<file path="src/mpfb_pkg.sv">
`timescale 1ns / 1ps
// Shared constants and types of the mask projection face box unit.
package mpfb_pkg;

  localparam int DefMaxWidth  = 256;
  localparam int DefMaxHeight = 256;

  // configuration register width and reset value
  localparam int CfgW = 9;
  localparam logic [CfgW-1:0] SizeReset = 9'd256;

  // width of each box coordinate on the result channel
  localparam int BoxW = 8;

  // result tdata is the box padded to whole bytes
  localparam int OutDataW = 40;
  localparam int InDataW  = 8;

  localparam int RegIdxW = 1;
  typedef enum logic [RegIdxW-1:0] {
    REG_IMAGE_WIDTH  = 1'b0,
    REG_IMAGE_HEIGHT = 1'b1
  } reg_idx_e;

  // packed so that left lands in the lowest bits
  typedef struct packed {
    logic            bottom_found;
    logic            mask_found;
    logic [BoxW-1:0] bottom;
    logic [BoxW-1:0] top;
    logic [BoxW-1:0] right;
    logic [BoxW-1:0] left;
  } box_t;

  localparam int BoxBits = $bits(box_t);

endpackage

</file>
<file path="src/mpfb_col_total.sv">
`timescale 1ns / 1ps
// Column total memory: read-modify-write per pixel and running peak search.
module mpfb_col_total #(
  parameter int MAX_WIDTH  = mpfb_pkg::DefMaxWidth,
  parameter int MAX_HEIGHT = mpfb_pkg::DefMaxHeight
) (
  input  logic                              clk_i,
  input  logic                              rst_ni,
  input  logic                              acc_i,
  input  logic [$clog2(MAX_WIDTH)-1:0]      col_i,
  input  logic                              bit_i,
  input  logic                              first_row_i,
  input  logic                              last_row_i,
  input  logic [$clog2(MAX_WIDTH)-1:0]      rd_addr_i,
  output logic [$clog2(MAX_HEIGHT+1)-1:0]   rd_data_o,
  output logic [$clog2(MAX_HEIGHT+1)-1:0]   peak_total_o,
  output logic [$clog2(MAX_WIDTH)-1:0]      peak_col_o
);

  localparam int CW = $clog2(MAX_WIDTH);
  localparam int TW = $clog2(MAX_HEIGHT+1);

  logic [TW-1:0] mem [MAX_WIDTH];

  logic [CW-1:0] addr;
  logic [TW-1:0] rd_q;
  logic          p_vld_q;
  logic [CW-1:0] p_col_q;
  logic          p_bit_q;
  logic          p_first_q;
  logic          p_last_q;
  logic          fwd_q;
  logic [TW-1:0] fwd_val_q;
  logic [TW-1:0] base;
  logic [TW-1:0] val;
  logic [TW-1:0] peak_q;
  logic [CW-1:0] peak_col_q;

  assign addr = acc_i ? col_i : rd_addr_i;

  always_comb begin
    base = fwd_q ? fwd_val_q : rd_q;
    // the first row of a frame starts each column from zero
    val  = (p_first_q ? '0 : base) + TW'(p_bit_q);
  end

  always_ff @(posedge clk_i) begin
    rd_q <= mem[addr];
    if (p_vld_q) begin
      mem[p_col_q] <= val;
    end
  end

  always_ff @(posedge clk_i) begin
    p_col_q   <= col_i;
    p_bit_q   <= bit_i;
    p_first_q <= first_row_i;
    p_last_q  <= last_row_i;
    fwd_val_q <= val;
  end

  always_ff @(posedge clk_i or negedge rst_ni) begin
    if (!rst_ni) begin
      p_vld_q    <= 1'b0;
      fwd_q      <= 1'b0;
      peak_q     <= '0;
      peak_col_q <= '0;
    end else begin
      p_vld_q <= acc_i;
      // a one-column frame reads the entry that is being written back
      fwd_q   <= acc_i && p_vld_q && (col_i == p_col_q);
      if (p_vld_q && p_last_q) begin
        if (p_col_q == '0 || val > peak_q) begin
          peak_q     <= val;
          peak_col_q <= p_col_q;
        end
      end
    end
  end

  assign rd_data_o    = rd_q;
  assign peak_total_o = peak_q;
  assign peak_col_o   = peak_col_q;

endmodule

</file>
<file path="config.mk">
export PLATFORM = sky130hd
export DESIGN_NAME = mpfb_col_total
export DESIGN_NICKNAME = d
export VERILOG_FILES = /design/src/mpfb_pkg.sv /design/src/mpfb_col_total.sv
export SDC_FILE = /design/constraint.sdc
export NUM_CORES = 2
export LEC_CHECK = 0
export BUFFER_PORTS_ARGS = -buffer_cell sky130_fd_sc_hd__buf_4
export CORE_MARGIN = 1.5
export CORE_UTILIZATION = 44
export CTS_BUF_LIST = sky130_fd_sc_hd__clkbuf_2 sky130_fd_sc_hd__clkbuf_4 sky130_fd_sc_hd__clkbuf_8
export CTS_CLUSTER_DIAMETER = 150
export DETAILED_ROUTE_END_ITERATION = 6
export SLEW_MARGIN = 15
export SYNTH_ARGS = -nofsm -noshare
export SYNTH_HDL_FRONTEND = slang
export SYNTH_SLANG_ARGS = --single-unit
</file>
<file path="constraint.sdc">
create_clock -name clk_i -period 14.1 [get_ports clk_i]
set_clock_uncertainty 0.1 [all_clocks]
set_input_delay 0 -clock clk_i [delete_from_list [all_inputs] [get_ports clk_i]]
set_output_delay 0 -clock clk_i [all_outputs]
set_load 0.05 [all_outputs]
</file>
==> impl_metrics.toml <==
[cells_and_area]
fill_cells = 17560
final_common_cell = "edfxtp_1"
multi_input_area_sq_um = 21300
area_growth_pct = 12.0
final_nets = 6353
layout.cells.most_common_list = "edfxtp_1, nand2_1, mux2i_1"
seqCellArea_sq_um = 70200
drive_above_1_share_pct = 14.2
fin_cells = 9417
utilization_pct = 49.7

[yosys]
synth_seq_area_share_pct = 75.3
synth_cell_types = 58
ys_ff_latch = 2352
netlist_top_cells_area = "edfxtp_1, mux2i_1, nand2_1, mux4_2, a21oi_1"
syn_area_sq_um = 93200
synth_largest_area_cell = "edfxtp_1"
netlist_instances = 6118
synth_flop_cell = "edfxtp_1"
synth_top_area_share_pct = 74.2
synth_area_per_cell_sq_um = 15.2
async_reset_ff_share_pct = 0.808
yosys_warnings = 0
syn_nets = 6151
synth_edf_count = 2304

[drt]
antenna_left = 0
drtIter0Drc = 7081
wire_per_inst_um = 30.2
num_vias = 57011
firstDrtPassIters = 7
via_per_inst = 6.05
route.detailed.drc = 18
wl_um = 284000

[floorplanning]
core_sq_um = 210000
die_area_sq_um = 215000
row_count = 168
fp.dieW_um = 463
ioPinCount = 48
dieHeight_um = 463
start_util_pct = 44.4

[hold_path]
hold_depth = 4
hold_class = "input pin to register"

[clock_network]
root_buffer = "clkbuf_8"
clkSlewWorstSetupHoldPaths_ps = 60
cts.sinks = 2352
ctsLongestPathBuffers = 4
cts_tree = "done"
cts_resized = 0
cts_buffers = 390
hold_buffers = 37
postCtsSetupRepairBufs = 0
clk_latency_ps = 1080
cts_max_level = 5

[power_and_ir_drop]
p_clk_share_pct = 37.5
p_leak_nw = 34.8
power_frac_comb_pct = 10.9
seq_power_share_pct = 51.6
cellPowerDensity_nw_per_um2 = 149
cell_internal_pwr_w = 0.0116
vdd_drop_max_mv = 0.101
p_total_w = 0.0156
switching_power_w = 0.00403
sw_frac_of_total_pct = 25.8

[place]
hpwl_um = 161000
dpl.cell_count = 8696
place.gp.congestion = 0.864
io_buffers = 47

[timing]
worst_pin_slew_ps = 1290
slew_violations = 0
fmax_ghz = 0.173
setup_viol = 0
fin_setup_tns_ps = 0
relSlewSlack_pct = 14.0
grt_setup_unrepaired = "false"
min_period_ps = 5770
fin_crit_sh_pct = 40.9
hold_violations = 0

[grt]
grtUsageTotal_pct = 25.9
antenna_found_initial = 15
grt-ovfl-total = 0
grt_max_degree = 179
grt_pass1_wl_um = 402000
grt_pass1_vias = 53770

[setup_path]
start_kind = "input pin"
cp-end-kind = "register"
r2r_cells = 16
required_ps = 15000
crit_type = "input pin to register"
worstPathArrival_ps = 6670
cp_max_fo = 121

[run_status]
failed_checks = "DRC"
status = "finished with violations"

[job]
cap_violations = 0
## registers in the layout, summed over array words and instances (netlist names), 8 cells and up
signal        flops
mem            2304
fwd_val_q         9
peak_total_o      9
rd_data_o         9
p_col_q           8
peak_col_o        8
## routing by layer
| metal | GRT usage, % | vias up | part of all wire, % |
|---|---|---|---|
| met5 | 0 | - | 0.019 |
| met4 | 9.62 | 8 | 3.5 |
| met1 | 36.5 | 29079 | 40 |
| li1 | - | 23998 | - |
| met3 | 6.81 | 575 | 11 |
| met2 | 38.7 | 3351 | 45 |
## synthesized netlist by cell type (all sizes together) (25+ instances only)
master / n
clkbuf: 143
a311oi: 25
buf: 262
a21oi: 331
o22ai: 61
o21ai: 81
mux2i: 415
mux4: 126
nand3: 297
dfxtp: 29
nor2: 310
nor3: 110
nand2: 1080
edfxtp: 2304
nand4: 28
a31oi: 75
a2111oi: 29
o221ai: 146
nor4: 34
## per-stage QoR
step	instance area [sq um]	hold WS, ps	worst slack, ps
6_report	104000	109	8330
5_1_grt	104000	86.9	8220
4_1_cts	104000	3.82	8590
3_5_place_dp	96600	-110	8410
3_3_place_gp	96600	-113	8080
2_1_floorplan	93200	-396	2290
## final timing paths
path,from,to,slack (ps)
setup reg to reg,fwd_q,peak_total_o[4],8750
hold reg to reg,peak_col_o[0],peak_col_o[0],410
max in group asynchronous,rst_ni,peak_col_o[0],13300
hold / removal,acc_i,fwd_q,110
min in group asynchronous,rst_ni,peak_total_o[8],360
setup / recovery,acc_i,rd_data_o[3],8330
## critical path: stages
cell and delay (ps):
dlygate4sd3_1 540, buf_4 420, mux2_8 670, buf_12 560
buf_12 630, mux2i_1 210, o221ai_1 320, a21oi_1 90
nor4_1 1000, o2111ai_1 240, nand3_1 210, dlygate4sd3_1 650
and3_1 200, dlygate4sd3_1 560
## logic make-up after synthesis
family                     count (synthesis)  synth area share [%]
buffers and inverters                    418                  2.15
AOI/OAI and AO/OA                        859                  5.99
muxes                                    558                  7.71
xor gates and xnor gates                  15                 0.141
DFF                                     2352                  75.3
adders and majority gates                 11                 0.148
and+or+nand+nor                         1905                  8.53
## power by group through the flow
| stage | logic (W) | clock network, W | registers, W |
|---|---|---|---|
| after floorplan | 0.000830 | 0 | 0.00840 |
| after CTS | 0.00168 | 0.00589 | 0.00805 |
| after detailed placement | 0.00166 | 0 | 0.00819 |
| final | 0.00169 | 0.00585 | 0.00805 |
| after global routing | 0.00177 | 0.00618 | 0.00805 |
| after global placement | 0.00164 | 0 | 0.00819 |
## final cells by class
type | instances | share of cell area (%)
Antenna cell | 12 | 0.0288
Clock buffer | 532 | 6.26
Clock inverter | 140 | 0.830
Inverter | 13 | 0.0467
Multi-Input combinational cell | 3348 | 20.4
Sequential cell | 2352 | 67.3
Tap cell | 2805 | 3.36
Timing Repair Buffer | 215 | 1.81
(Power assumes the default switching activity.)
