### src/mpfb_pkg.sv
`timescale 1ns / 1ps
// Shared constants and types of the mask projection face box unit.
package mpfb_pkg;

  localparam int DefMaxWidth  = 256;
  localparam int DefMaxHeight = 256;

  // configuration register width and reset value
  localparam int CfgW = 9;
  localparam logic [CfgW-1:0] SizeReset = 9'd256;

  // width of each box coordinate on the result channel
  localparam int BoxW = 8;

  // result tdata is the box padded to whole bytes
  localparam int OutDataW = 40;
  localparam int InDataW  = 8;

  localparam int RegIdxW = 1;
  typedef enum logic [RegIdxW-1:0] {
    REG_IMAGE_WIDTH  = 1'b0,
    REG_IMAGE_HEIGHT = 1'b1
  } reg_idx_e;

  // packed so that left lands in the lowest bits
  typedef struct packed {
    logic            bottom_found;
    logic            mask_found;
    logic [BoxW-1:0] bottom;
    logic [BoxW-1:0] top;
    logic [BoxW-1:0] right;
    logic [BoxW-1:0] left;
  } box_t;

  localparam int BoxBits = $bits(box_t);

endpackage

### src/mpfb_search.sv
`timescale 1ns / 1ps
// Box search sequencer: column walks, bottom scan and top scan over the two memories.
module mpfb_search #(
  parameter int MAX_WIDTH  = mpfb_pkg::DefMaxWidth,
  parameter int MAX_HEIGHT = mpfb_pkg::DefMaxHeight
) (
  input  logic                             clk_i,
  input  logic                             rst_ni,
  input  logic                             start_i,
  input  logic [$clog2(MAX_WIDTH)-1:0]     last_col_i,
  input  logic [$clog2(MAX_HEIGHT)-1:0]    last_row_i,
  input  logic [$clog2(MAX_HEIGHT+1)-1:0]  peak_total_i,
  input  logic [$clog2(MAX_WIDTH)-1:0]     peak_col_i,
  output logic [$clog2(MAX_WIDTH)-1:0]     ct_addr_o,
  input  logic [$clog2(MAX_HEIGHT+1)-1:0]  ct_data_i,
  output logic [$clog2(MAX_HEIGHT)-1:0]    pf_row_o,
  output logic [$clog2(MAX_WIDTH)-1:0]     pf_col_a_o,
  output logic [$clog2(MAX_WIDTH)-1:0]     pf_col_b_o,
  input  logic [$clog2(MAX_WIDTH+1)-1:0]   pf_data_a_i,
  input  logic [$clog2(MAX_WIDTH+1)-1:0]   pf_data_b_i,
  input  logic                             out_free_i,
  output logic                             idle_o,
  output logic                             load_o,
  output mpfb_pkg::box_t                   box_o
);

  localparam int CW  = $clog2(MAX_WIDTH);
  localparam int RW  = $clog2(MAX_HEIGHT);
  localparam int NW  = $clog2(MAX_WIDTH+1);
  localparam int TW  = $clog2(MAX_HEIGHT+1);
  localparam int IW  = (CW > RW) ? CW : RW;
  localparam int MW1 = (NW > TW) ? NW : TW;
  localparam int MW2 = (MW1 > RW) ? MW1 : RW;
  localparam int KW  = MW2 + 5;

  localparam logic [KW-1:0] K3  = KW'(3);
  localparam logic [KW-1:0] K5  = KW'(5);
  localparam logic [KW-1:0] K6  = KW'(6);
  localparam logic [KW-1:0] K7  = KW'(7);
  localparam logic [KW-1:0] K10 = KW'(10);
  localparam logic [KW-1:0] K17 = KW'(17);

  typedef enum logic [7:0] {
    S_IDLE   = 8'b0000_0001,
    S_DRAIN  = 8'b0000_0010,
    S_START  = 8'b0000_0100,
    S_WALK_L = 8'b0000_1000,
    S_WALK_R = 8'b0001_0000,
    S_BOTTOM = 8'b0010_0000,
    S_TOP    = 8'b0100_0000,
    S_LOAD   = 8'b1000_0000
  } state_e;

  state_e        state_q, state_d;
  logic          vld_q, vld_d;
  logic [IW-1:0] idx_q, idx_d;
  logic [IW-1:0] chk_q;
  logic [CW-1:0] left_q, left_d;
  logic [CW-1:0] right_q, right_d;
  logic [RW-1:0] top_q, top_d;
  logic [RW-1:0] bottom_q, bottom_d;
  logic          bf_q, bf_d;
  logic          found_q, found_d;

  logic [CW-1:0] span;
  logic [NW-1:0] cnt_a;
  logic [NW-1:0] row_cnt;
  logic          l_stop, r_stop, bot_hit, top_hit;
  logic [IW-1:0] last_col_w, last_row_w;

  assign last_col_w = IW'(last_col_i);
  assign last_row_w = IW'(last_row_i);

  assign ct_addr_o  = idx_q[CW-1:0];
  assign pf_row_o   = idx_q[RW-1:0];
  // left minus one wraps at column zero; that read is then masked
  assign pf_col_a_o = left_q - 1'b1;
  assign pf_col_b_o = (state_q == S_BOTTOM) ? right_q - 1'b1 : right_q;

  always_comb begin
    span    = right_q - left_q;
    cnt_a   = (left_q == '0) ? '0 : pf_data_a_i;
    // the bottom range is half open, so an empty box counts nothing
    if (state_q == S_BOTTOM && right_q == left_q) begin
      row_cnt = '0;
    end else begin
      row_cnt = pf_data_b_i - cnt_a;
    end
    l_stop  = KW'(ct_data_i) * K5 < KW'(peak_total_i);
    r_stop  = KW'(ct_data_i) * K10 < KW'(peak_total_i) * K3;
    bot_hit = KW'(row_cnt) * K10 >= KW'(span) * K7;
    top_hit = (KW'(row_cnt) * K10 >= KW'(span) * K6) && (bottom_q >= top_q) &&
              (KW'(bottom_q - top_q) * K10 >= KW'(span) * K17);
  end

  always_comb begin
    state_d  = state_q;
    vld_d    = vld_q;
    idx_d    = idx_q;
    left_d   = left_q;
    right_d  = right_q;
    top_d    = top_q;
    bottom_d = bottom_q;
    bf_d     = bf_q;
    found_d  = found_q;
    load_o   = 1'b0;
    unique case (state_q)
      S_IDLE: begin
        if (start_i) begin
          state_d = S_DRAIN;
        end
      end
      S_DRAIN: begin
        // let the last column total land before reading the peak
        state_d = S_START;
      end
      S_START: begin
        vld_d    = 1'b0;
        idx_d    = IW'(peak_col_i);
        left_d   = '0;
        right_d  = '0;
        top_d    = '0;
        bottom_d = '0;
        bf_d     = 1'b0;
        found_d  = (peak_total_i != '0);
        state_d  = (peak_total_i != '0) ? S_WALK_L : S_LOAD;
      end
      S_WALK_L: begin
        vld_d = 1'b1;
        if (idx_q != '0) begin
          idx_d = idx_q - 1'b1;
        end
        if (vld_q && (l_stop || chk_q == '0)) begin
          left_d  = CW'(chk_q);
          idx_d   = IW'(peak_col_i);
          vld_d   = 1'b0;
          state_d = S_WALK_R;
        end
      end
      S_WALK_R: begin
        vld_d = 1'b1;
        if (idx_q != last_col_w) begin
          idx_d = idx_q + 1'b1;
        end
        if (vld_q && (r_stop || chk_q == last_col_w)) begin
          right_d = CW'(chk_q);
          vld_d   = 1'b0;
          if (last_row_i == '0) begin
            idx_d   = '0;
            state_d = S_TOP;
          end else begin
            idx_d   = last_row_w;
            state_d = S_BOTTOM;
          end
        end
      end
      S_BOTTOM: begin
        vld_d = 1'b1;
        if (idx_q != IW'(1)) begin
          idx_d = idx_q - 1'b1;
        end
        if (vld_q) begin
          if (bot_hit) begin
            bottom_d = RW'(chk_q);
            bf_d     = 1'b1;
            idx_d    = '0;
            vld_d    = 1'b0;
            state_d  = S_TOP;
          end else if (chk_q == IW'(1)) begin
            idx_d    = '0;
            vld_d    = 1'b0;
            state_d  = S_TOP;
          end
        end
      end
      S_TOP: begin
        vld_d = 1'b1;
        if (idx_q != last_row_w) begin
          idx_d = idx_q + 1'b1;
        end
        if (vld_q) begin
          if (top_hit) begin
            top_d = RW'(chk_q);
          end
          if (chk_q == last_row_w) begin
            vld_d   = 1'b0;
            state_d = S_LOAD;
          end
        end
      end
      S_LOAD: begin
        // hold the box until the output register is free
        if (out_free_i) begin
          load_o  = 1'b1;
          state_d = S_IDLE;
        end
      end
      default: begin
        state_d = S_IDLE;
      end
    endcase
  end

  always_ff @(posedge clk_i or negedge rst_ni) begin
    if (!rst_ni) begin
      state_q <= S_IDLE;
      vld_q   <= 1'b0;
    end else begin
      state_q <= state_d;
      vld_q   <= vld_d;
    end
  end

  always_ff @(posedge clk_i) begin
    idx_q    <= idx_d;
    chk_q    <= idx_q;
    left_q   <= left_d;
    right_q  <= right_d;
    top_q    <= top_d;
    bottom_q <= bottom_d;
    bf_q     <= bf_d;
    found_q  <= found_d;
  end

  assign idle_o = (state_q == S_IDLE);

  always_comb begin
    box_o.left         = mpfb_pkg::BoxW'(left_q);
    box_o.right        = mpfb_pkg::BoxW'(right_q);
    box_o.top          = mpfb_pkg::BoxW'(top_q);
    box_o.bottom       = mpfb_pkg::BoxW'(bottom_q);
    box_o.mask_found   = found_q;
    box_o.bottom_found = bf_q;
  end

endmodule

### config.mk
export PLATFORM = sky130hd
export DESIGN_NAME = mpfb_search
export DESIGN_NICKNAME = d
export VERILOG_FILES = /design/src/mpfb_pkg.sv /design/src/mpfb_search.sv
export SDC_FILE = /design/constraint.sdc
export NUM_CORES = 1
export LEC_CHECK = 0
export ABC_AREA = 1
export ABC_CLOCK_PERIOD_IN_PS = 6700
export BUFFER_PORTS_ARGS = -buffer_cell sky130_fd_sc_hd__buf_2
export CAP_MARGIN = 20
export CORE_MARGIN = 1
export CORE_UTILIZATION = 50
export DETAILED_ROUTE_END_ITERATION = 6
export HOLD_SLACK_MARGIN = 0.03
export PLACE_DENSITY = 0.72
export SETUP_SLACK_MARGIN = 0.1
export SYNTH_ARGS = -nofsm -noshare
export SYNTH_HDL_FRONTEND = slang
export SYNTH_SLANG_ARGS = --single-unit
export TNS_END_PERCENT = 50
### constraint.sdc
create_clock -name clk_i -period 6.7 [get_ports clk_i]
set_input_delay 0.67 -clock clk_i [delete_from_list [all_inputs] [get_ports clk_i]]
set_output_delay 0.67 -clock clk_i [all_outputs]
set_load 0.01 [all_outputs]
==> results of run 1 <==
==> sequential cells by signal, indices dropped and copies added, names as in the netlist, 8 cells and up <==
| register | flops |
|---|---|
| state_q | 8 |
| left_q | 8 |
| right_q | 8 |
| ct_addr_o | 8 |
| chk_q | 8 |
| top_q | 8 |
| bottom_q | 8 |
==> cell usage after synthesis (3+ instances only) <==
cell type,number,area share (%)
sky130_fd_sc_hd__edfxtp_1,42,15
sky130_fd_sc_hd__nand2_2,8,0.58
sky130_fd_sc_hd__nor2_4,4,0.52
sky130_fd_sc_hd__nand3_1,44,2.5
sky130_fd_sc_hd__o21ai_0,18,1.0
sky130_fd_sc_hd__xnor2_1,32,3.2
sky130_fd_sc_hd__dfxtp_1,8,1.9
sky130_fd_sc_hd__nor3_1,16,0.93
sky130_fd_sc_hd__xor2_1,78,7.9
sky130_fd_sc_hd__inv_1,195,8.5
sky130_fd_sc_hd__clkbuf_1,9,0.39
sky130_fd_sc_hd__a21o_1,7,0.61
sky130_fd_sc_hd__nand3_2,5,0.58
sky130_fd_sc_hd__buf_4,10,0.87
sky130_fd_sc_hd__nand2_1,186,8.1
sky130_fd_sc_hd__a21oi_1,73,4.2
sky130_fd_sc_hd__nor2_1,88,3.8
sky130_fd_sc_hd__or2_2,3,0.22
sky130_fd_sc_hd__nand2_4,5,0.65
sky130_fd_sc_hd__nor4_4,3,0.74
sky130_fd_sc_hd__o21bai_1,8,0.70
sky130_fd_sc_hd__fa_1,17,3.9
sky130_fd_sc_hd__o21ai_1,3,0.17
sky130_fd_sc_hd__ha_1,160,23
sky130_fd_sc_hd__inv_2,7,0.30
sky130_fd_sc_hd__nand3b_1,4,0.35
sky130_fd_sc_hd__a31oi_1,3,0.22
sky130_fd_sc_hd__nand4_1,21,1.5
sky130_fd_sc_hd__nor2_2,6,0.43
sky130_fd_sc_hd__nor4_1,9,0.65
sky130_fd_sc_hd__dfrtp_1,8,2.3
==> metrics by stage <==
stage / instances / util (%) / total power (W) / hold WS [ns] / setup WS [ns]
4_1_cts: 1465 / 58.7 / 0.00325 / 0.191 / 1.28
3_5_place_dp: 1449 / 56.7 / 0.00273 / 0.532 / 1.30
3_3_place_gp: 1449 / 56.7 / 0.00268 / 0.530 / 1.46
2_1_floorplan: 1116 / - / 0.00225 / 0.374 / 1.64
5_1_grt: 1466 / 58.7 / 0.00361 / 0.200 / 0.759
6_report: 1466 / 58.7 / 0.00323 / 0.189 / 1.24
==> power breakdown <==
part / internal (W) / switching [W]
sequential: 0.000474 / 0.0000967
combinational: 0.000883 / 0.00127
clock: 0.000335 / 0.000170
==> area by class of cell <==
class,count,area share [%]
Multi-Input combinational cell,834,62.4
Sequential cell,59,16.8
Inverter,204,7.81
Timing Repair Buffer,133,6.84
Tap cell,220,2.81
Clock buffer,10,2.44
Clock inverter,6,0.906
==> worst register-to-register path, delay by kind of cell, from the launching register on <==
kind,cells,cell delay [ns]
AOI/OAI and AO/OA,6,0.73
xor gates and xnor gates,2,0.65
adders and majority gates,5,1.70
buffers and inverters,4,0.40
DFF,1,0.43
and+or+nand+nor,15,1.42
==> logic make-up after synthesis <==
logic type	synth area share [%]
adders and majority gates	27.1
buffers and inverters	10.1
and+or+nand+nor	23.5
AOI/OAI and AO/OA	8.72
DFF	19.1
xor gates and xnor gates	11.5
==> worst paths after layout <==
path,from,end,slack (ns),depth (start not counted)
setup / recovery,right_q[0],ct_addr_o[3],1.24,32
hold / removal,rst_ni,state_q[3],0.19,1
setup reg to reg,right_q[0],ct_addr_o[3],1.24,32
hold reg to reg,state_q[4],state_q[4],0.55,2
max in group asynchronous,rst_ni,state_q[0],6.26,1
min in group clk_i,state_q[4],state_q[4],0.55,2
==> per-layer routing <==
| metal | track usage (%) | part of all wire (%) | vias to the layer above |
|---|---|---|---|
| li1 | - | - | 3892 |
| met1 | 28.3 | 44 | 3416 |
| met2 | 43.0 | 51 | 159 |
| met3 | 3.50 | 4.1 | 23 |
| met4 | 5.05 | 1.4 | 0 |
| met5 | 0 | 0 | - |
==> key figures, run 1 <==
Status
  – Outcome: finished clean

Pwr
  – Leakage: about 5.2 nW
  – Total power density per cell area: roughly 330 nW/µm²
  – Worst vdd rail ir drop: between 200 and 250 µV

Critical path
  – Critical Path Max Stage Delay: between 0.5 and 0.6 ns
  – Arrival time worst endpoint: 5.66 ns
  – Worst setup SP type: flip-flop
  – Crit path top cell by count: sky130_fd_sc_hd__nand2_1
  – Number of buffers and inverters on the critical path: 4
  – Dominant delay contributor by cell family on the critical path: adder cells
  – Nature of the critical path endpoint: flip-flop
  – Required time of the critical path: between 6 and 7 ns
  – Startpoint-to-endpoint class of the critical path: reg2reg
  – Slowest stage cell, crit path: sky130_fd_sc_hd__fa_1
  – Critical Path Fanout Max: 6

STA
  – Tcrit/Tclk final: 81.5%
  – Shortest clock period the worst path allows after layout: 5.46 ns
  – Fin Setup TNS: 0 ns
  – Clock tree skew after final layout: about 0.0054 ns
  – Number of setup violations in the final report: 0
  – Number of hold violations in the final report: 0
  – Max-slew violations: 0
  – Actual transition at the worst max-transition pin: 0.681 ns
  – Remaining max-slew budget at the tightest pin: 54.5%
  – Maximum frequency from static timing analysis: roughly 0.18 GHz
  – RSZ-0062 raised after global routing: false

Clock tree
  – Buffer type at the clock tree root: sky130_fd_sc_hd__clkbuf_16
  – CTS Buf Count: 9
  – Clock latency on the worst-skew pair: 0.33 ns
  – Clock sink total: a little under 60
  – Gates resized, CTS repair: 0
  – Clock slew at the register clock pins of the worst setup and hold paths: 0.05 ns
  – Bufs on Longest Clock Path: 2
  – CTS tree: built
  – Post-CTS Hold Fix Bufs: 0
  – H-tree level count: 3
  – Number of setup buffers added after CTS: 0

Floorplanning
  – Initial core utilization: between 50 and 60%
  – Count of standard-cell rows: 47
  – Die outline height: 133 µm
  – CORE AREA: 16700 µm²
  – Number of I/O pins: between 100 and 150
  – Die outline area: around 18000 µm²
  – Horiz. Die Dim: between 100 and 150 µm

Yosys
  – Gate count of the mapped netlist: between 1000 and 1500
  – Share of flip-flops with an asynchronous set or reset: roughly 15%
  – Post-Syn Nets: ~1400
  – Number of register bits inferred by synthesis: 59
  – Post-Syn Area: slightly below 9000 µm²
  – Number of synthesized flops with an enable pin: 42
  – Sequential fraction of the synthesis area: 19.1%
  – Number of distinct standard cells referenced by the synthesized netlist: 56
  – Flip-flop cell with the highest count after synthesis: sky130_fd_sc_hd__edfxtp_1
  – Average cell area after synthesis: 7.74 µm²
  – Warnings from Yosys: 0

Final layout
  – Synth-to-Final Area Change: 13.5%
  – Number of nets in the finished design: between 1000 and 1500
  – Final antenna diode count: 0
  – Layout filler cell count: roughly 1600
  – Most common cell after layout, fill and taps aside: sky130_fd_sc_hd__inv_1
  – Final standard cell area without fillers: roughly 9800 µm²
  – Top library cells by usage in the layout, fill and taps aside: sky130_fd_sc_hd__inv_1 (195), sky130_fd_sc_hd__nand2_1 (186), sky130_fd_sc_hd__ha_1 (160)
  – Sequential cell area: between 1500 and 2000 µm²
  – Fraction of final layout cells with drive strength greater than 1: about 16%
  – Multi-input gate area: 6120 µm²

Placement
  – Number of buffer cells added on primary ports: between 100 and 150
  – Routability congestion estimate: roughly 0.9
  – Dpl cell area: 9470 µm²
  – HPWL after detailed placement: between 15 and 20 mm

Drt
  – Post-detailed-route DRC marker count: 0
  – Initial DRC count: about 330
  – Via total after detailed routing: about 7500
  – Wire length per cell: 13.8 µm
  – Antenna-violating nets left: 0
  – TritonRoute pass-1 iters: 5
  – Aggregate routed wire length: between 20 and 25 mm
  – Detailed-route vias per instance: 5.11

Hold path
  – HP Class: in2async

Run
  – Max-cap violations: 0

GRT
  – Antenna violations before repair: 0
  – Number of global-route vias before repair: approximately 7200
  – GRT Residual Overflow: 0
  – Global-route wire length before repair: 33.5 mm
  – Total Routing Usage GR: 23.3%
  – Largest net degree at the start of global routing: 17
Power figures use the tool's default switching activity.
==> inputs of run 2 (changes only) <==
ABC_CLOCK_PERIOD_IN_PS = 5000   (was 6700)
PLACE_DENSITY = 0.74   (was 0.72)
clock period = 5 ns   (was 6.7 ns; I/O delays follow)
==> key figures, run 2 (synthesis results as in run 1) <==
Critical path
  – Number of buffers and inverters on the critical path: 3 (was 4)
  – Required time of the critical path: 5.08 ns (was 6.90 ns)
  – Critical Path Max Stage Delay: 0.56 ns (was 0.51 ns)
  – Crit path top cell by count: sky130_fd_sc_hd__nand2_1 (unchanged)
  – Startpoint-to-endpoint class of the critical path: reg2reg (unchanged)
  – Slowest stage cell, crit path: sky130_fd_sc_hd__fa_1 (unchanged)
  – Worst setup SP type: flip-flop (unchanged)
  – Nature of the critical path endpoint: flip-flop (unchanged)
  – Worst r2r path cells: 32 (unchanged)
  – Capture instance of the worst register-to-register path: ct_addr_o[7] (was ct_addr_o[3])
  – Dominant delay contributor by cell family on the critical path: adder cells (unchanged)
  – Critical Path Fanout Max: 6 (unchanged)
  – Arrival time worst endpoint: 4.95 ns (was 5.66 ns)
  – Setup slack, reg-to-reg: 0.13 ns (was 1.24 ns)
  – Worst R2R Start: left_q[2] (was right_q[0])

GRT
  – Global-route wire length before repair: 35.0 mm (was 33.5 mm)
  – Largest net degree at the start of global routing: 17 (unchanged)
  – GRT Residual Overflow: 0 (unchanged)
  – Antenna violations before repair: 0 (unchanged)
  – Met2 Use GR: 44.5% (was 43.0%)
  – Number of global-route vias before repair: 7604 (was 7179)
  – GR Layer Usage met1: 29.1% (was 28.3%)
  – Total Routing Usage GR: 24.3% (was 23.3%)
  – Global Route met3 Usage: 2.21% (was 3.50%)
  – Global routing's busiest layer: met2 (unchanged)

Drt
  – Via total after detailed routing: 7817 (was 7490)
  – Detailed-route vias per instance: 5.18 (was 5.11)
  – Aggregate routed wire length: 21.9 mm (was 20.2 mm)
  – Antenna-violating nets left: 0 (unchanged)
  – Wire length per cell: 14.5 µm (was 13.8 µm)
  – Initial DRC count: 399 (was 326)
  – TritonRoute pass-1 iters: 5 (unchanged)
  – Post-detailed-route DRC marker count: 0 (unchanged)

Placement
  – Routability congestion estimate: 0.910 (was 0.874)
  – HPWL after detailed placement: 17.7 mm (was 17.4 mm)
  – Placed cells: 1478 (was 1449)
  – Number of buffer cells added on primary ports: 131 (unchanged)
  – Pre-CTS worst setup slack: -0.0633 ns (was 1.30 ns)

Pwr
  – Total power density per cell area: 460 nW/µm² (was 330 nW/µm²)
  – Share of total power in combinational logic: 70.5% (was 66.7%)
  – Switching Fraction: 47.8% (was 47.7%)
  – Sequential power share: 15.7% (was 17.7%)
  – Worst vdd rail ir drop: 362 µV (was 216 µV)
  – Net Sw Power: 0.00231 W (was 0.00154 W)
  – Clock Power Share: 13.8% (was 15.6%)
  – Leakage: 5.50 nW (was 5.24 nW)
  – Internal power: 0.00252 W (was 0.00169 W)

Floorplanning
  – CORE AREA: 16700 µm² (unchanged)
  – Number of I/O pins: 132 (unchanged)
  – Initial core utilization: 51.7% (unchanged)
  – Count of standard-cell rows: 47 (unchanged)
  – Horiz. Die Dim: 133 µm (unchanged)
  – Die outline area: 17800 µm² (unchanged)
  – Die outline height: 133 µm (unchanged)

Hold path
  – Worst hold path stage count: 3
  – HP Class: in2reg (was in2async)
  – Worst hold start: start_i
  – Worst-case hold path end point: state_q[0]

STA
  – Actual transition at the worst max-transition pin: 0.526 ns (was 0.681 ns)
  – PnR worst setup slack: 0.127 ns (was 1.24 ns)
  – RSZ-0062 raised after global routing: true (was false)
  – Hold Worst Slack: 0.391 ns (was 0.189 ns)
  – Number of setup violations in the final report: 0 (unchanged)
  – Max-slew violations: 0 (unchanged)
  – Tcrit/Tclk final: 97.5% (was 81.5%)
  – Number of hold violations in the final report: 0 (unchanged)
  – Clock tree skew after final layout: 0.00883 ns (was 0.00539 ns)
  – Remaining max-slew budget at the tightest pin: 64.5% (was 54.5%)
  – Maximum frequency from static timing analysis: 0.205 GHz (was 0.183 GHz)
  – Shortest clock period the worst path allows after layout: 4.87 ns (was 5.46 ns)

Clock tree
  – Clock sink total: 59 (unchanged)
  – Buffer type at the clock tree root: sky130_fd_sc_hd__clkbuf_16 (unchanged)
  – CTS tree: built (unchanged)
  – H-tree level count: 3 (unchanged)
  – Clock latency on the worst-skew pair: 0.33 ns (about the same)
  – Bufs on Longest Clock Path: 2 (unchanged)
  – Clock slew at the register clock pins of the worst setup and hold paths: 0.06 ns (was 0.05 ns)
  – CTS Buf Count: 9 (unchanged)

Final layout
  – Synth-to-Final Area Change: 21.2% (was 13.5%)
  – Top library cells by usage in the layout, fill and taps aside: sky130_fd_sc_hd__inv_1 (189), sky130_fd_sc_hd__nand2_1 (175), sky130_fd_sc_hd__ha_1 (149) (was sky130_fd_sc_hd__inv_1 (195), sky130_fd_sc_hd__nand2_1 (186), sky130_fd_sc_hd__ha_1 (160))
  – Fraction of final layout cells with drive strength greater than 1: 24.1% (was 16.3%)
  – Number of nets in the finished design: 1525 (was 1482)
  – Number of standard cells in the final layout excluding fillers: 1509 (was 1466)
  – Final antenna diode count: 0 (unchanged)
  – Layout filler cell count: 1422 (was 1587)
  – Most common cell after layout, fill and taps aside: sky130_fd_sc_hd__inv_1 (unchanged)

Run
  – Max-cap violations: 0 (unchanged)

Status
  – Outcome: finished clean (unchanged)
==> run 2: changes by cell type in the layout (fill, tap and decap cells not counted), sizes merged <==
cell and change:
buf +42, clkinv +1, clkinvlp -1, dlygate4sd3 +1
==> run 2: through the flow <==
step	power, W	util, %	area (µm²)	setup TNS, ns
after floorplan	0.00301	-	8650	0
after global placement	0.00362	58.1	9700	0
after detailed placement	0.00371	58.1	9700	-0.300
after CTS	0.00443	60.4	10100	0
after global routing	0.00529	62.7	10500	-4.43
final	0.00482	62.7	10500	0
==> run 2: worst max-delay path by stage <==
stage	depth (start not counted)	slack (ns)	end	from
floorplan	32	0.11	ct_addr_o[4]	right_q[0]
global placement	36	0.03	ct_addr_o[4]	left_q[0]
detailed placement	36	-0.06	ct_addr_o[2]	left_q[0]
CTS	35	0.09	ct_addr_o[2]	left_q[1]
global route	37	-0.26	ct_addr_o[2]	left_q[0]
finish	32	0.13	ct_addr_o[7]	left_q[2]
==> run 2: timing repair <==
action | in CTS | in global routing
setup endpoints to repair | 29 | 32
hold buffers | 1 | 0
pin swaps | 1 | 42
endpoints found under the hold margin | 8 | 0
resized for setup | 13 | 73
setup buffers | 1 | 13
==> run 2: worst min-delay path, cell delays in order <==
cell and delay [ns]:
sky130_fd_sc_hd__buf_2 0.07, sky130_fd_sc_hd__or2_2 0.10, sky130_fd_sc_hd__nand2_1 0.05
==> run 2: power groups by stage <==
stage          clock (W)  sequential [W]  combinational [W]
2_1_floorplan          0        0.000732            0.00228
3_3_place_gp           0        0.000763            0.00286
3_5_place_dp           0        0.000766            0.00295
4_1_cts         0.000666        0.000757            0.00301
5_1_grt         0.000687        0.000770            0.00383
6_report        0.000665        0.000759            0.00340
==> run 2: cell type report <==
class / count / area [µm²] / share of cell area, %
Multi-Input combinational cell: 834 / 6460 / 61.7
Sequential cell: 59 / 1650 / 15.7
Timing Repair Buffer: 176 / 1000 / 9.54
Inverter: 204 / 768 / 7.33
Tap cell: 220 / 275 / 2.63
Clock buffer: 10 / 229 / 2.19
Clock inverter: 6 / 90.1 / 0.860
==> run 2: routing by layer <==
layer	share of wire (%)	up-vias
met3	3.6	46
met5	0	-
met2	52	190
met1	42	3608
met4	2.6	0
li1	-	3973
==> inputs of run 3 (changes only) <==
ABC_AREA = default   (was 1)
PLACE_DENSITY = 0.75   (was 0.74)
==> key figures, run 3 <==
Clock tree
  – Clock sink total: 59 (unchanged)
  – H-tree level count: 3 (unchanged)
  – Bufs on Longest Clock Path: 2 (unchanged)
  – Buffer type at the clock tree root: sky130_fd_sc_hd__clkbuf_16 (unchanged)
  – Clock slew at the register clock pins of the worst setup and hold paths: 0.05 ns (was 0.06 ns)
  – CTS tree: built (unchanged)
  – Clock latency on the worst-skew pair: 0.33 ns (about the same)
  – CTS Buf Count: 9 (unchanged)

Drt
  – Wire length per cell: 16.3 µm (was 14.5 µm)
  – Aggregate routed wire length: 23.2 mm (was 21.9 mm)
  – TritonRoute pass-1 iters: 5 (unchanged)
  – Via total after detailed routing: 7943 (was 7817)
  – Post-detailed-route DRC marker count: 0 (unchanged)
  – Antenna-violating nets left: 0 (unchanged)
  – Detailed-route vias per instance: 5.58 (was 5.18)
  – Initial DRC count: 441 (was 399)

Yosys
  – Sequential fraction of the synthesis area: 19.6% (was 19.1%)
  – Number of register bits inferred by synthesis: 59 (unchanged)
  – Largest cells by area after synthesis: sky130_fd_sc_hd__ha_1 (24%), sky130_fd_sc_hd__edfxtp_1 (15%), sky130_fd_sc_hd__xnor2_1 (6.1%) (was sky130_fd_sc_hd__ha_1 (23%), sky130_fd_sc_hd__edfxtp_1 (15%), sky130_fd_sc_hd__inv_1 (8.5%))
  – Gate count of the mapped netlist: 950 (was 1116)
  – Warnings from Yosys: 0 (unchanged)
  – Number of distinct standard cells referenced by the synthesized netlist: 75 (was 56)
  – Flip-flop cell with the highest count after synthesis: sky130_fd_sc_hd__edfxtp_1 (unchanged)
  – Portion of synthesized cell area occupied by the leading cell type: 23.9% (was 23.2%)
  – Most frequent cell after synthesis: sky130_fd_sc_hd__ha_1 (was sky130_fd_sc_hd__inv_1)
  – Post-synth top area cell: sky130_fd_sc_hd__ha_1 (unchanged)
  – Most used standard cells in the synthesized netlist: sky130_fd_sc_hd__ha_1 (160), sky130_fd_sc_hd__inv_1 (103), sky130_fd_sc_hd__nor2_1 (60), sky130_fd_sc_hd__xnor2_1 (58), sky130_fd_sc_hd__xor2_1 (57) (was sky130_fd_sc_hd__inv_1 (195), sky130_fd_sc_hd__nand2_1 (186), sky130_fd_sc_hd__ha_1 (160), sky130_fd_sc_hd__nor2_1 (88), sky130_fd_sc_hd__xor2_1 (78))
  – Post-Syn Nets: 1191 (was 1357)
  – Average cell area after synthesis: 8.83 µm² (was 7.74 µm²)
  – Number of synthesized flops with an enable pin: 42 (unchanged)
  – Share of flip-flops with an asynchronous set or reset: 15.3% (unchanged)
  – Post-Syn Area: 8390 µm² (was 8640 µm²)

Status
  – Outcome: finished, violations left (was finished clean)
  – Failing checks: setup timing

STA
  – RSZ-0062 raised after global routing: true (unchanged)
  – Clock tree skew after final layout: 0.00354 ns (was 0.00883 ns)
  – PnR worst setup slack: -0.922 ns (was 0.127 ns)
  – Number of setup violations in the final report: 28 (was 0)
  – Shortest clock period the worst path allows after layout: 5.92 ns (was 4.87 ns)
  – Remaining max-slew budget at the tightest pin: 48.3% (was 64.5%)
  – Tcrit/Tclk final: 118% (was 97.5%)
  – Maximum frequency from static timing analysis: 0.169 GHz (was 0.205 GHz)
  – Max-slew violations: 0 (unchanged)
  – Fin Setup TNS: -22.24 ns (was 0 ns)
  – Number of hold violations in the final report: 0 (unchanged)
  – Actual transition at the worst max-transition pin: 0.768 ns (was 0.526 ns)

Floorplanning
  – CORE AREA: 16100 µm² (was 16700 µm²)
  – Number of I/O pins: 132 (unchanged)
  – Horiz. Die Dim: 132 µm (was 133 µm)
  – Initial core utilization: 52.0% (was 51.7%)
  – Count of standard-cell rows: 46 (was 47)
  – Die outline area: 17300 µm² (was 17800 µm²)
  – Die outline height: 132 µm (was 133 µm)

Critical path
  – Worst setup SP type: flip-flop (unchanged)
  – Setup slack, reg-to-reg: -0.92 ns (was 0.13 ns)
  – Required time of the critical path: 5.08 ns (about the same)
  – Arrival time worst endpoint: 6.00 ns (was 4.95 ns)
  – Capture instance of the worst register-to-register path: ct_addr_o[2] (was ct_addr_o[7])
  – Nature of the critical path endpoint: flip-flop (unchanged)
  – Worst R2R Start: left_q[3] (was left_q[2])
  – Critical Path Fanout Max: 4 (was 6)
  – Worst r2r path cells: 27 (was 32)
  – Startpoint-to-endpoint class of the critical path: reg2reg (unchanged)

Pwr
  – Post-layout total power: 0.00633 W (was 0.00482 W)
  – Share of total power in combinational logic: 79.8% (was 70.5%)
  – Total power density per cell area: 583 nW/µm² (was 460 nW/µm²)
  – Net Sw Power: 0.00288 W (was 0.00231 W)
  – Sequential power share: 10.9% (was 15.7%)
  – Internal power: 0.00345 W (was 0.00252 W)
  – Leakage: 5.28 nW (was 5.50 nW)
  – Clock Power Share: 9.3% (was 13.8%)
  – Worst vdd rail ir drop: 548 µV (was 362 µV)
  – Switching Fraction: 45.5% (was 47.8%)

Placement
  – Placed cells: 1391 (was 1478)
  – HPWL after detailed placement: 18.4 mm (was 17.7 mm)
  – Number of buffer cells added on primary ports: 131 (unchanged)
  – Dpl cell area: 10200 µm² (was 9700 µm²)
  – Routability congestion estimate: 0.891 (was 0.910)

Final layout
  – Fraction of final layout cells with drive strength greater than 1: 28.2% (was 24.1%)
  – Number of nets in the finished design: 1443 (was 1525)
  – Final antenna diode count: 0 (unchanged)
  – Top library cells by usage in the layout, fill and taps aside: sky130_fd_sc_hd__ha_1 (150), sky130_fd_sc_hd__buf_4 (133), sky130_fd_sc_hd__buf_2 (131) (was sky130_fd_sc_hd__inv_1 (189), sky130_fd_sc_hd__nand2_1 (175), sky130_fd_sc_hd__ha_1 (149))
  – Most common cell after layout, fill and taps aside: sky130_fd_sc_hd__ha_1 (was sky130_fd_sc_hd__inv_1)
  – Post-route core utilization: 67.3% (was 62.7%)
  – Final standard cell area without fillers: 10900 µm² (was 10500 µm²)
  – Layout filler cell count: 1301 (was 1422)
  – Number of standard cells in the final layout excluding fillers: 1423 (was 1509)
  – Synth-to-Final Area Change: 29.4% (was 21.2%)

GRT
  – GRT Residual Overflow: 0 (unchanged)
  – Number of global-route vias before repair: 7903 (was 7604)
  – Global-route wire length before repair: 37.3 mm (was 35.0 mm)
  – Total Routing Usage GR: 26.4% (was 24.3%)
  – Antenna violations before repair: 0 (unchanged)
  – Largest net degree at the start of global routing: 16 (was 17)

Hold path
  – Worst hold start: start_i (unchanged)
  – HP Class: in2reg (unchanged)
  – Worst-case hold path end point: state_q[0] (unchanged)
  – Worst hold path stage count: 2 (was 3)

Run
  – Max-cap violations: 0 (unchanged)
==> run 3: cell count changes in the layout (fill, tap and decap cells not counted), sizes merged, moves of 12 or more <==
| cell | previous run | this run |
|---|---|---|
| nand2 | 199 | 38 |
| inv | 202 | 105 |
| buf | 175 | 268 |
| nor2 | 100 | 60 |
| and2 | 1 | 31 |
| nand3 | 50 | 21 |
| xnor2 | 33 | 58 |
| a21oi | 75 | 53 |
| xor2 | 79 | 57 |
| a21o | 7 | 25 |
| nor2b | 0 | 16 |
| nand4 | 23 | 9 |
| o21ai | 23 | 35 |
==> run 3: worst max-delay path by stage <==
stage	startpoint	end	slack, ns	cells past startpoint
2_1_floorplan	left_q[2]	ct_addr_o[2]	-0.88	29
3_3_place_gp	left_q[3]	ct_addr_o[2]	-0.92	27
3_5_place_dp	left_q[3]	bottom_q[3]	-1.13	25
4_1_cts	left_q[3]	ct_addr_o[2]	-0.88	27
5_1_grt	left_q[3]	ct_addr_o[2]	-1.10	27
6_report	left_q[3]	ct_addr_o[2]	-0.92	27
==> run 3: stage by stage <==
step / setup slack [ns] / hold slack, ns
3_5_place_dp: -1.13 / 0.367
5_1_grt: -1.10 / 0.333
4_1_cts: -0.877 / 0.327
6_report: -0.922 / 0.327
3_3_place_gp: -0.923 / 0.365
2_1_floorplan: -0.879 / 0.204
==> run 3: kinds of logic after synthesis <==
| kind of cell | share of synthesized area, % |
|---|---|
| simple gates | 17.3 |
| compound gates | 16.5 |
| fa+ha+maj | 27.9 |
| buf+inv | 6.47 |
| xor+xnor | 12.0 |
| flops | 19.6 |
| mux | 0.119 |
==> run 3: final cells by class <==
class	count	area, µm²	area share (%)
Clock buffer	10	229	2.11
Clock inverter	6	56.3	0.519
Inverter	105	394	3.63
Multi-Input combinational cell	757	6520	60.1
Sequential cell	59	1650	15.2
Tap cell	216	270	2.49
Timing Repair Buffer	270	1730	16.0
==> run 3: per-layer routing <==
metal  up-vias  part of all wire [%]  global-route usage (%)
li1       3877                     -                       -
met1      3710                    43                    32.9
met2       296                    49                    47.1
met3        60                   5.6                    2.74
met4         0                   2.7                    8.91
met5         -                     0                       0
==> run 3: critical path, stage by stage (launching register included) <==
cell and delay, ns:
sky130_fd_sc_hd__edfxtp_1 0.38, sky130_fd_sc_hd__or4_4 0.55, sky130_fd_sc_hd__or4_4 0.54, sky130_fd_sc_hd__and2_4 0.17, sky130_fd_sc_hd__ha_4 0.15, sky130_fd_sc_hd__fa_2 0.36
sky130_fd_sc_hd__nor2b_4 0.13, sky130_fd_sc_hd__o21ai_1 0.07, sky130_fd_sc_hd__nand2b_1 0.08, sky130_fd_sc_hd__xnor2_1 0.12, sky130_fd_sc_hd__nor2_1 0.08, sky130_fd_sc_hd__ha_1 0.34
sky130_fd_sc_hd__inv_2 0.05, sky130_fd_sc_hd__fa_2 0.35, sky130_fd_sc_hd__nor2b_2 0.15, sky130_fd_sc_hd__o31a_1 0.20, sky130_fd_sc_hd__o21ai_2 0.08, sky130_fd_sc_hd__nor2b_4 0.14
sky130_fd_sc_hd__xnor2_2 0.16, sky130_fd_sc_hd__ha_4 0.31, sky130_fd_sc_hd__nand4_1 0.09, sky130_fd_sc_hd__nor2_2 0.14, sky130_fd_sc_hd__o31ai_2 0.09, sky130_fd_sc_hd__and4_1 0.19
sky130_fd_sc_hd__o21ai_1 0.08, sky130_fd_sc_hd__and3b_2 0.28, sky130_fd_sc_hd__o22ai_1 0.09, sky130_fd_sc_hd__a221o_1 0.28
==> run 3: power by group through the flow <==
stage | logic [W] | registers (W) | clock network (W)
finish | 0.00505 | 0.000688 | 0.000589
global route | 0.00555 | 0.000697 | 0.000611
CTS | 0.00462 | 0.000687 | 0.000592
detailed placement | 0.00444 | 0.000694 | 0
global placement | 0.00428 | 0.000692 | 0
floorplan | 0.00290 | 0.000669 | 0
==> run 3: repair_timing <==
| item | 4_1_cts | 5_1_grt |
|---|---|---|
| setup buffers | 5 | 9 |
| pin swaps | 28 | 18 |
| endpoints found under the setup margin | 28 | 28 |
| hold buffers | 1 | 0 |
| endpoints found under the hold margin | 8 | 0 |
| resized for setup | 31 | 12 |
